[src/hw/rtl/imd_pkg.sv]
// Shared types and constants for the intent message deframer.
// No dependencies; every other file in hw/rtl imports this package.
package imd_pkg;

    localparam int CNT_W = 36;
    localparam logic [CNT_W-1:0] COUNT_MAX = {CNT_W{1'b1}};
    localparam logic [CNT_W-1:0] HDR_LEN = CNT_W'(40);
    localparam logic [CNT_W-1:0] ROOT_BYTES = CNT_W'(32);
    localparam logic [31:0] MAGIC_WORD = 32'h5058_494e;
    localparam logic [15:0] HDR_SIZE = 16'd40;
    localparam logic [15:0] VERSION_RESET = 16'd1;
    localparam int NUM_LEN = 5;
    localparam int LEN_IDX_W = $clog2(NUM_LEN);
    localparam int NUM_BND = 7;

    // front-to-back queue
    localparam int Q_DEPTH = 2;
    localparam int Q_PTR_W = $clog2(Q_DEPTH);

    // header byte offsets
    localparam logic [5:0] OFS_VER_HI = 6'd4;
    localparam logic [5:0] OFS_VER_LO = 6'd5;
    localparam logic [5:0] OFS_SIZE_HI = 6'd6;
    localparam logic [5:0] OFS_SIZE_LO = 6'd7;
    localparam logic [5:0] OFS_FLAGS = 6'd8;
    localparam logic [5:0] OFS_CORR = 6'd12;
    localparam logic [5:0] OFS_LEN = 6'd20;
    localparam logic [5:0] OFS_HDR_LAST = 6'd39;

    typedef enum logic [1:0] {
        ST_OK      = 2'd0,
        ST_INVALID = 2'd1,
        ST_UNSUP   = 2'd2
    } status_t;

    typedef enum logic [2:0] {
        SEG_HEADER = 3'd0,
        SEG_ROOT   = 3'd1,
        SEG_APP_ID = 3'd2,
        SEG_ACTION = 3'd3,
        SEG_URI    = 3'd4,
        SEG_MIME   = 3'd5,
        SEG_ARGS   = 3'd6,
        SEG_EXCESS = 3'd7
    } seg_t;

    typedef struct packed {
        logic [7:0] data_byte;
        logic       last_byte;
    } in_item_t;

    typedef struct packed {
        logic [7:0]  echo_byte;
        seg_t        segment;
        logic        message_end;
        status_t     status;
        logic [31:0] flags;
        logic [63:0] corr_id;
    } out_item_t;

    // queue state seen by the front and back sides
    typedef struct packed {
        logic full;
        logic not_empty;
    } q_status_t;

endpackage

[src/hw/rtl/imd_front.sv]
// Front side: byte counter, header capture and checks, segment bounds, tagging.
// Builds one result word per accepted byte. Uses imd_pkg.
module imd_front
    import imd_pkg::*;
(
    input  logic        clk,
    input  logic        rst_n,
    input  logic        accept,
    input  in_item_t    in_item,
    input  logic        cfg_we,
    input  logic [15:0] cfg_data,
    output out_item_t   result
);

    logic [CNT_W-1:0] count_reg, count_next;
    status_t          err_reg, err_next;
    logic [15:0]      ver_reg;
    logic [7:0]       size_hi_reg;
    logic [31:0]      flags_reg;
    logic [63:0]      corr_reg;
    logic [31:0]      len_reg [NUM_LEN];
    logic [CNT_W-1:0] bnd_reg [1:NUM_BND-1];
    logic [CNT_W-1:0] acc_reg;

    logic [CNT_W-1:0] p;
    logic             in_hdr;
    logic [5:0]       p6;
    logic [5:0]       len_ofs;
    logic [LEN_IDX_W-1:0] k;
    logic             len_done;
    logic [31:0]      len_word;
    logic [CNT_W-1:0] base, sum, bnd6_eff;
    logic [7:0]       b;
    logic [7:0]       magic_b;
    seg_t             seg;
    status_t          st;

    assign p = count_reg;
    assign b = in_item.data_byte;
    assign in_hdr = p < HDR_LEN;
    assign p6 = p[5:0];
    assign len_ofs = p6 - OFS_LEN;
    assign k = LEN_IDX_W'(len_ofs[4:2]);
    assign len_word = {len_reg[k][23:0], b};
    assign len_done = in_hdr && (p6 >= OFS_LEN) && (len_ofs[1:0] == 2'b11);

    // running bound: root bound folds in on the app-id length
    assign base = (k == '0)
                ? HDR_LEN + ((len_word != 32'd0) ? ROOT_BYTES : '0)
                : acc_reg;
    assign sum = base + CNT_W'(len_word);

    assign count_next = (count_reg != COUNT_MAX) ? count_reg + 1'b1 : count_reg;

    always_comb
    begin
        case (p6[1:0])
            2'd0:    magic_b = MAGIC_WORD[31:24];
            2'd1:    magic_b = MAGIC_WORD[23:16];
            2'd2:    magic_b = MAGIC_WORD[15:8];
            default: magic_b = MAGIC_WORD[7:0];
        endcase
    end

    always_comb
    begin
        err_next = err_reg;
        if (in_hdr) begin
            if (p6 < OFS_VER_HI) begin
                if (magic_b != b)
                    err_next = ST_INVALID;
            end else if (p6 == OFS_VER_HI) begin
                if (ver_reg[15:8] != b)
                    err_next = ST_INVALID;
            end else if (p6 == OFS_VER_LO) begin
                if (ver_reg[7:0] != b)
                    err_next = ST_INVALID;
            end else if (p6 == OFS_SIZE_LO) begin
                if ({size_hi_reg, b} != HDR_SIZE && err_reg == ST_OK)
                    err_next = ST_UNSUP;
            end
        end
    end

    always_comb
    begin
        seg = SEG_EXCESS;
        for (int i = NUM_BND - 1; i >= 1; i--) begin
            if (p < bnd_reg[i])
                seg = seg_t'(3'(i));
        end
        if (in_hdr)
            seg = SEG_HEADER;
    end

    // bound 6 is still being summed when the last header byte ends the message
    assign bnd6_eff = (in_hdr && p6 == OFS_HDR_LAST) ? sum : bnd_reg[NUM_BND-1];

    always_comb
    begin
        if (count_next < HDR_LEN)
            st = ST_INVALID;
        else if (err_reg != ST_OK)
            st = err_reg;
        else if (count_next != bnd6_eff)
            st = ST_INVALID;
        else
            st = ST_OK;
    end

    always_comb
    begin
        result.echo_byte = b;
        result.segment = seg;
        result.message_end = in_item.last_byte;
        result.status = ST_OK;
        result.flags = '0;
        result.corr_id = '0;
        if (in_item.last_byte) begin
            result.status = st;
            if (st == ST_OK) begin
                result.flags = flags_reg;
                result.corr_id = corr_reg;
            end
        end
    end

    always_ff @(posedge clk or negedge rst_n)
    begin
        if (!rst_n) begin
            count_reg <= '0;
            err_reg <= ST_OK;
            ver_reg <= VERSION_RESET;
        end else begin
            if (cfg_we)
                ver_reg <= cfg_data;
            if (accept) begin
                if (in_item.last_byte) begin
                    count_reg <= '0;
                    err_reg <= ST_OK;
                end else begin
                    count_reg <= count_next;
                    err_reg <= err_next;
                end
            end
        end
    end

    // header words are fully overwritten before use, so no clear needed
    always_ff @(posedge clk)
    begin
        if (accept && in_hdr) begin
            if (p6 == OFS_SIZE_HI)
                size_hi_reg <= b;
            if (p6 >= OFS_FLAGS && p6 < OFS_CORR)
                flags_reg <= {flags_reg[23:0], b};
            if (p6 >= OFS_CORR && p6 < OFS_LEN)
                corr_reg <= {corr_reg[55:0], b};
            if (p6 >= OFS_LEN)
                len_reg[k] <= len_word;
            if (len_done) begin
                acc_reg <= sum;
                bnd_reg[k + LEN_IDX_W'(2)] <= sum;
                if (k == '0)
                    bnd_reg[1] <= base;
            end
        end
    end

endmodule

[src/hw/rtl/imd_queue.sv]
// Two-word queue between the front and back sides.
// Entries are plain registers; uses imd_pkg.
module imd_queue
    import imd_pkg::*;
(
    input  logic      clk,
    input  logic      rst_n,
    input  logic      push,
    input  out_item_t push_item,
    input  logic      pop,
    output out_item_t head_item,
    output q_status_t q_status
);

    out_item_t          mem [Q_DEPTH];
    logic [Q_PTR_W-1:0] wr_ptr_reg, rd_ptr_reg;
    logic [Q_PTR_W:0]   cnt_reg;

    assign head_item = mem[rd_ptr_reg];
    assign q_status.full = cnt_reg == (Q_PTR_W+1)'(Q_DEPTH);
    assign q_status.not_empty = cnt_reg != '0;

    always_ff @(posedge clk or negedge rst_n)
    begin
        if (!rst_n) begin
            wr_ptr_reg <= '0;
            rd_ptr_reg <= '0;
            cnt_reg <= '0;
        end else begin
            if (push)
                wr_ptr_reg <= wr_ptr_reg + 1'b1;
            if (pop)
                rd_ptr_reg <= rd_ptr_reg + 1'b1;
            if (push && !pop)
                cnt_reg <= cnt_reg + 1'b1;
            else if (pop && !push)
                cnt_reg <= cnt_reg - 1'b1;
        end
    end

    always_ff @(posedge clk)
    begin
        if (push)
            mem[wr_ptr_reg] <= push_item;
    end

endmodule

[src/hw/rtl/imd_back.sv]
// Back side: output register that drains the queue toward the consumer.
// Uses imd_pkg.
module imd_back
    import imd_pkg::*;
(
    input  logic      clk,
    input  logic      rst_n,
    input  q_status_t q_status,
    input  out_item_t head_item,
    output logic      pop,
    output logic      out_valid,
    input  logic      out_stall,
    output out_item_t out_data
);

    logic      out_valid_reg;
    out_item_t out_data_reg;

    // refill when empty or when the held word leaves this cycle
    assign pop = q_status.not_empty && (!out_valid_reg || !out_stall);
    assign out_valid = out_valid_reg;
    assign out_data = out_data_reg;

    always_ff @(posedge clk or negedge rst_n)
    begin
        if (!rst_n)
            out_valid_reg <= 1'b0;
        else if (!out_valid_reg || !out_stall)
            out_valid_reg <= q_status.not_empty;
    end

    always_ff @(posedge clk)
    begin
        if (pop)
            out_data_reg <= head_item;
    end

endmodule

[src/hw/rtl/intent_message_deframer_unit.sv]
// Top level of the intent message deframer: front, queue and back sides.
// Depends on imd_pkg, imd_front, imd_queue, imd_back.
//
//  channel | signals                          | direction | word
//  --------+----------------------------------+-----------+----------------------
//  in      | in_valid, in_stall, in_data      | in        | data byte, last flag
//  out     | out_valid, out_stall, out_data   | out       | tagged byte + status
//  cfg     | cfg_valid, cfg_ready, cfg_data   | in        | expected version
//
// One byte per cycle sustained while out_stall is low; an accepted word is written to
// the queue, then loaded into the output register, which drives out_valid and out_data.
// in_stall is high while the two-word queue is full; up to three words are
// buffered between the ports. cfg_ready is always high.
// Reset clears the counter, error state and queue; the version resets to 1.
module intent_message_deframer_unit
    import imd_pkg::*;
(
    input  logic        clk,
    input  logic        rst_n,
    input  logic        in_valid,
    output logic        in_stall,
    input  in_item_t    in_data,
    output logic        out_valid,
    input  logic        out_stall,
    output out_item_t   out_data,
    input  logic        cfg_valid,
    output logic        cfg_ready,
    input  logic [15:0] cfg_data
);

    logic      accept;
    logic      pop;
    out_item_t result;
    out_item_t head_item;
    q_status_t q_status;

    assign in_stall = q_status.full;
    assign accept = in_valid && !q_status.full;
    assign cfg_ready = 1'b1;

    imd_front u_front (
        .clk      (clk),
        .rst_n    (rst_n),
        .accept   (accept),
        .in_item  (in_data),
        .cfg_we   (cfg_valid),
        .cfg_data (cfg_data),
        .result   (result)
    );

    imd_queue u_queue (
        .clk       (clk),
        .rst_n     (rst_n),
        .push      (accept),
        .push_item (result),
        .pop       (pop),
        .head_item (head_item),
        .q_status  (q_status)
    );

    imd_back u_back (
        .clk       (clk),
        .rst_n     (rst_n),
        .q_status  (q_status),
        .head_item (head_item),
        .pop       (pop),
        .out_valid (out_valid),
        .out_stall (out_stall),
        .out_data  (out_data)
    );

endmodule
[config.mk]
export PLATFORM = sky130hd
export DESIGN_NAME = intent_message_deframer_unit
export DESIGN_NICKNAME = d
export VERILOG_FILES = /design/src/hw/rtl/imd_pkg.sv /design/src/hw/rtl/imd_front.sv /design/src/hw/rtl/imd_queue.sv /design/src/hw/rtl/imd_back.sv /design/src/hw/rtl/intent_message_deframer_unit.sv
export SDC_FILE = /design/constraint.sdc
export NUM_CORES = 1
export LEC_CHECK = 0
export ABC_AREA = 1
export BUFFER_PORTS_ARGS = -buffer_cell sky130_fd_sc_hd__clkbuf_2
export CELL_PAD_IN_SITES_DETAIL_PLACEMENT = 1
export CELL_PAD_IN_SITES_GLOBAL_PLACEMENT = 1
export CORE_UTILIZATION = 50
export CTS_CLUSTER_SIZE = 20
export DETAILED_ROUTE_END_ITERATION = 7
export PLACE_DENSITY_LB_ADDON = 0.25
export SLEW_MARGIN = 20
export SYNTH_ARGS = -nofsm -noshare
export SYNTH_HDL_FRONTEND = slang
export SYNTH_HIERARCHICAL = 1
export SYNTH_SLANG_ARGS = --single-unit
export TNS_END_PERCENT = 10
[constraint.sdc]
create_clock -name clk -period 8.2 [get_ports clk]
set_input_delay 1.64 -clock clk [delete_from_list [all_inputs] [get_ports clk]]
set_output_delay 1.64 -clock clk [all_outputs]
set_load 0.1 [all_outputs]
==> metrics.csv <==
metric,value,unit
status,finished clean,
viasPerCell,5.55,
synth.largest_area_cell,edfxtp_1,
largest_reg_flops,220,
postPlaceCellArea,0.0441,mm²
grt_pass1_vias,30339,
leakagePower,20.2,nW
cts-resized-gates,0,
r2r-end,u_queue/mem[0][43]$_DFFE_PP_,
final_util,56.5,%
seq_area_frac_synth,61.0,%
rrSetupSlack,1.02,ns
tritoncts,done,
synth_area_leaders,"edfxtp_1, nand2_1, ha_1",
wl_per_cell,23.6,µm
worstPathRequired,8.70,ns
die_y,292,µm
ys.flop_type,edfxtp_1,
p_seq_share,38.3,%
cts.clk_slew.worst_paths,0.06,ns
dp_hpwl,87100,µm
setup_tns,0,ns
drt_first_iter_violations,2110,
port-buffer-count,141,
clk_path_buf_depth,3,
synth.distinct_cells,63,
vdd.ir_drop.worst,0.266,mV
grt_max_degree,97,
syn-num-nets,4154,
synth_edf_count,806,
dr.pass1.iters,5,
fmax,0.139,GHz
vias,28939,
std_cell_rows,106,
period_share,87.6,%
clkPwrFrac,26.0,%
hold_viol,0,
cts_setup_buffers,0,
fp.dieW,292,µm
finish.instance_area,0.0471,mm²
antennaDiodeCount,0,
critPathKind,flop to flop,
min_path_cells,0,
startpoint,u_front/count_reg[3]$_DFFE_PN0P_,
dp_slack,1.13,ns
tightestPinTransition,1.05,ns
crit_path_end_kind,flop,
critPathLaunchType,flop,
cp_data_arrival_time,7.68,ns
postSynthCellCount,3871,
fin_crit,7.18,ns
max_stage_delay,0.54,ns
synthesis.area,0.0421,mm²
critPathBufInv,5,
power.switching_fraction,41.3,%
clk_latency,0.68,ns
synth_top_area_share,57.5,%
synth_area_per_cell,10.9,µm²
drv_cap,0,
drc,0,
p_per_area,345,mW/mm²
cp_top_family,simple AND/OR/NAND/NOR gates,
gp_congestion,0.953,
finalClockSkew,0.0321,ns
cts_htree_levels,3,
reg2reg_from,u_front/count_reg[3]$_DFFE_PN0P_,
start_util,50.5,%
seqCellArea,0.0257,mm²
max_slew_margin,29.6,%
cts-buffers-inserted,93,
cp_num_cells,32,
crit_fanout,96,
combPwrFrac,35.7,%
clockRootBuffer,clkbuf_16,
wl,123000,µm
total_power,0.0163,W
p_int,0.00954,W
nFillCells,8929,
antenna_found_initial,1,
clkSinkCount,865,
dieArea,0.0854,mm²
power.net_switching,0.00672,W
layout_setup_ws,1.02,ns
nets,4346,
crit_slowest_cell,dfrtp_1,
synthArstFlopShare,6.82,%
maxSlewViolCount,0,
multi_input_area,0.0138,mm²
reg2reg_depth,32,
core_region_area,0.0834,mm²
ys.warnings.count,6,
crit_top_cell,nand2_1,
setup_violations,0,
drtAntennaViolNets,0,
grtUsageTotal,29.1,%
rsz0062_at_grt,false,
boundaryPins,143,
overflow,0,
grt_pass1_wl,186000,µm
syn_to_final_growth,11.9,%
critical_path.endpoint,u_queue/mem[0][43]$_DFFE_PP_,
cts-hold-fix-buffers,0,
ys_ff_latch,865,
drive_gt1_share,12.7,%
hold_class,flop to flop,
[stage by stage]
stage               hold WS (ns)  cells
global route               0.458   5218
global placement           0.431   5048
finish                     0.449   5218
CTS                        0.451   5218
detailed placement         0.437   5048
floorplan                  0.427   3871
[kinds of logic (layout without fill, tap and decap cells)]
logic type	Yosys count	count (layout)	share of synthesized area (%)
other	1	1	0.00891
AO/OA/AOI/OAI	302	302	4.26
buffers and inverters	664	931	6.41
adder cells (fa/ha/maj)	253	253	7.54
AND/OR/NAND/NOR	1635	1635	17.0
XOR/XNOR	38	38	0.808
multiplexers	113	113	3.02
flip-flops	865	865	61.0
[synth_stat cells (5+ instances only)]
| cell | instances |
|---|---|
| inv_2 | 15 |
| o21ai_0 | 54 |
| nand2_2 | 5 |
| clkbuf_1 | 41 |
| xnor2_1 | 7 |
| o211ai_1 | 9 |
| ha_1 | 252 |
| nand3b_1 | 9 |
| nor3_1 | 51 |
| nand4_1 | 64 |
| edfxtp_1 | 806 |
| nor2_1 | 281 |
| o21a_1 | 7 |
| nor2_4 | 44 |
| inv_1 | 563 |
| buf_6 | 13 |
| o22ai_1 | 28 |
| a211oi_1 | 12 |
| a21oi_1 | 131 |
| nand3_1 | 177 |
| dfrtp_1 | 58 |
| mux2_2 | 113 |
| buf_2 | 13 |
| nand2_1 | 958 |
| a21boi_0 | 7 |
| a21o_1 | 7 |
| o221ai_1 | 5 |
| buf_4 | 12 |
| nor4_1 | 21 |
| xor2_1 | 30 |
| a22oi_1 | 14 |
[final cells by class]
type | count | share of cell area [%]
Clock buffer | 110 | 5.08
Timing Repair Buffer | 180 | 2.16
Sequential cell | 865 | 54.5
Tap cell | 1080 | 2.87
Multi-Input combinational cell | 2342 | 29.4
Clock inverter | 60 | 1.38
Inverter | 581 | 4.64
[layer usage]
layer / routed length, µm / global-route usage (%) / vias up
li1: - / - / 13494
met1: 51400 / 37.2 / 14522
met2: 61900 / 51.2 / 738
met3: 5610 / 3.20 / 183
met4: 4430 / 10.6 / 2
met5: 13 / 0 / -
[worst min path at each step]
stage                                          from                               to  slack (ns)
floorplan             u_front/corr_reg[2]$_DFFE_PP_   u_front/corr_reg[10]$_DFFE_PP_        0.43
global route         u_front/corr_reg[25]$_DFFE_PP_   u_front/corr_reg[33]$_DFFE_PP_        0.46
CTS                 u_front/flags_reg[13]$_DFFE_PP_  u_front/flags_reg[21]$_DFFE_PP_        0.45
finish               u_front/flags_reg[9]$_DFFE_PP_  u_front/flags_reg[17]$_DFFE_PP_        0.45
global placement     u_front/corr_reg[34]$_DFFE_PP_   u_front/corr_reg[42]$_DFFE_PP_        0.43
detailed placement   u_front/flags_reg[2]$_DFFE_PP_  u_front/flags_reg[10]$_DFFE_PP_        0.44
[power by group through the flow]
stage,sequential (W),combinational [W],clock (W)
after floorplan,0.00808,0.00234,0
after global placement,0.00629,0.00565,0
after detailed placement,0.00633,0.00576,0
after CTS,0.00625,0.00580,0.00431
after global routing,0.00629,0.00613,0.00444
final,0.00623,0.00580,0.00423
[cells in the final DEF (no fill, tap or decap), types with 6 or more instances in the layout]
master     netlist  layout
nand2_1        958     958
edfxtp_1       806     806
clkbuf_2         0     139
bufinv_16        0      10
mux2_2         113     113
a21o_1           7       7
nand3b_1         9       9
nor4_1          21      20
clkbuf_16        0      93
buf_4           12      40
xor2_1          30      30
inv_1          563     562
nand3_1        177     177
o22ai_1         28      28
a21oi_1        131     130
nor3_2           1       6
ha_1           252     252
clkbuf_1        41      17
inv_2           15      15
a21boi_0         7       7
xnor2_1          7       7
o21a_1           7       7
clkinv_1         3      28
nor3_1          51      46
nor2_1         281     272
o21ai_0         54      54
a22oi_1         14      14
a211oi_1        12      12
dfrtp_1         58      57
o211ai_1         9       9
nand4_1         64      64
nor2_4          44      49
nor2_2           3       7
clkinv_2         0      12
Power figures use the tool's default switching activity.
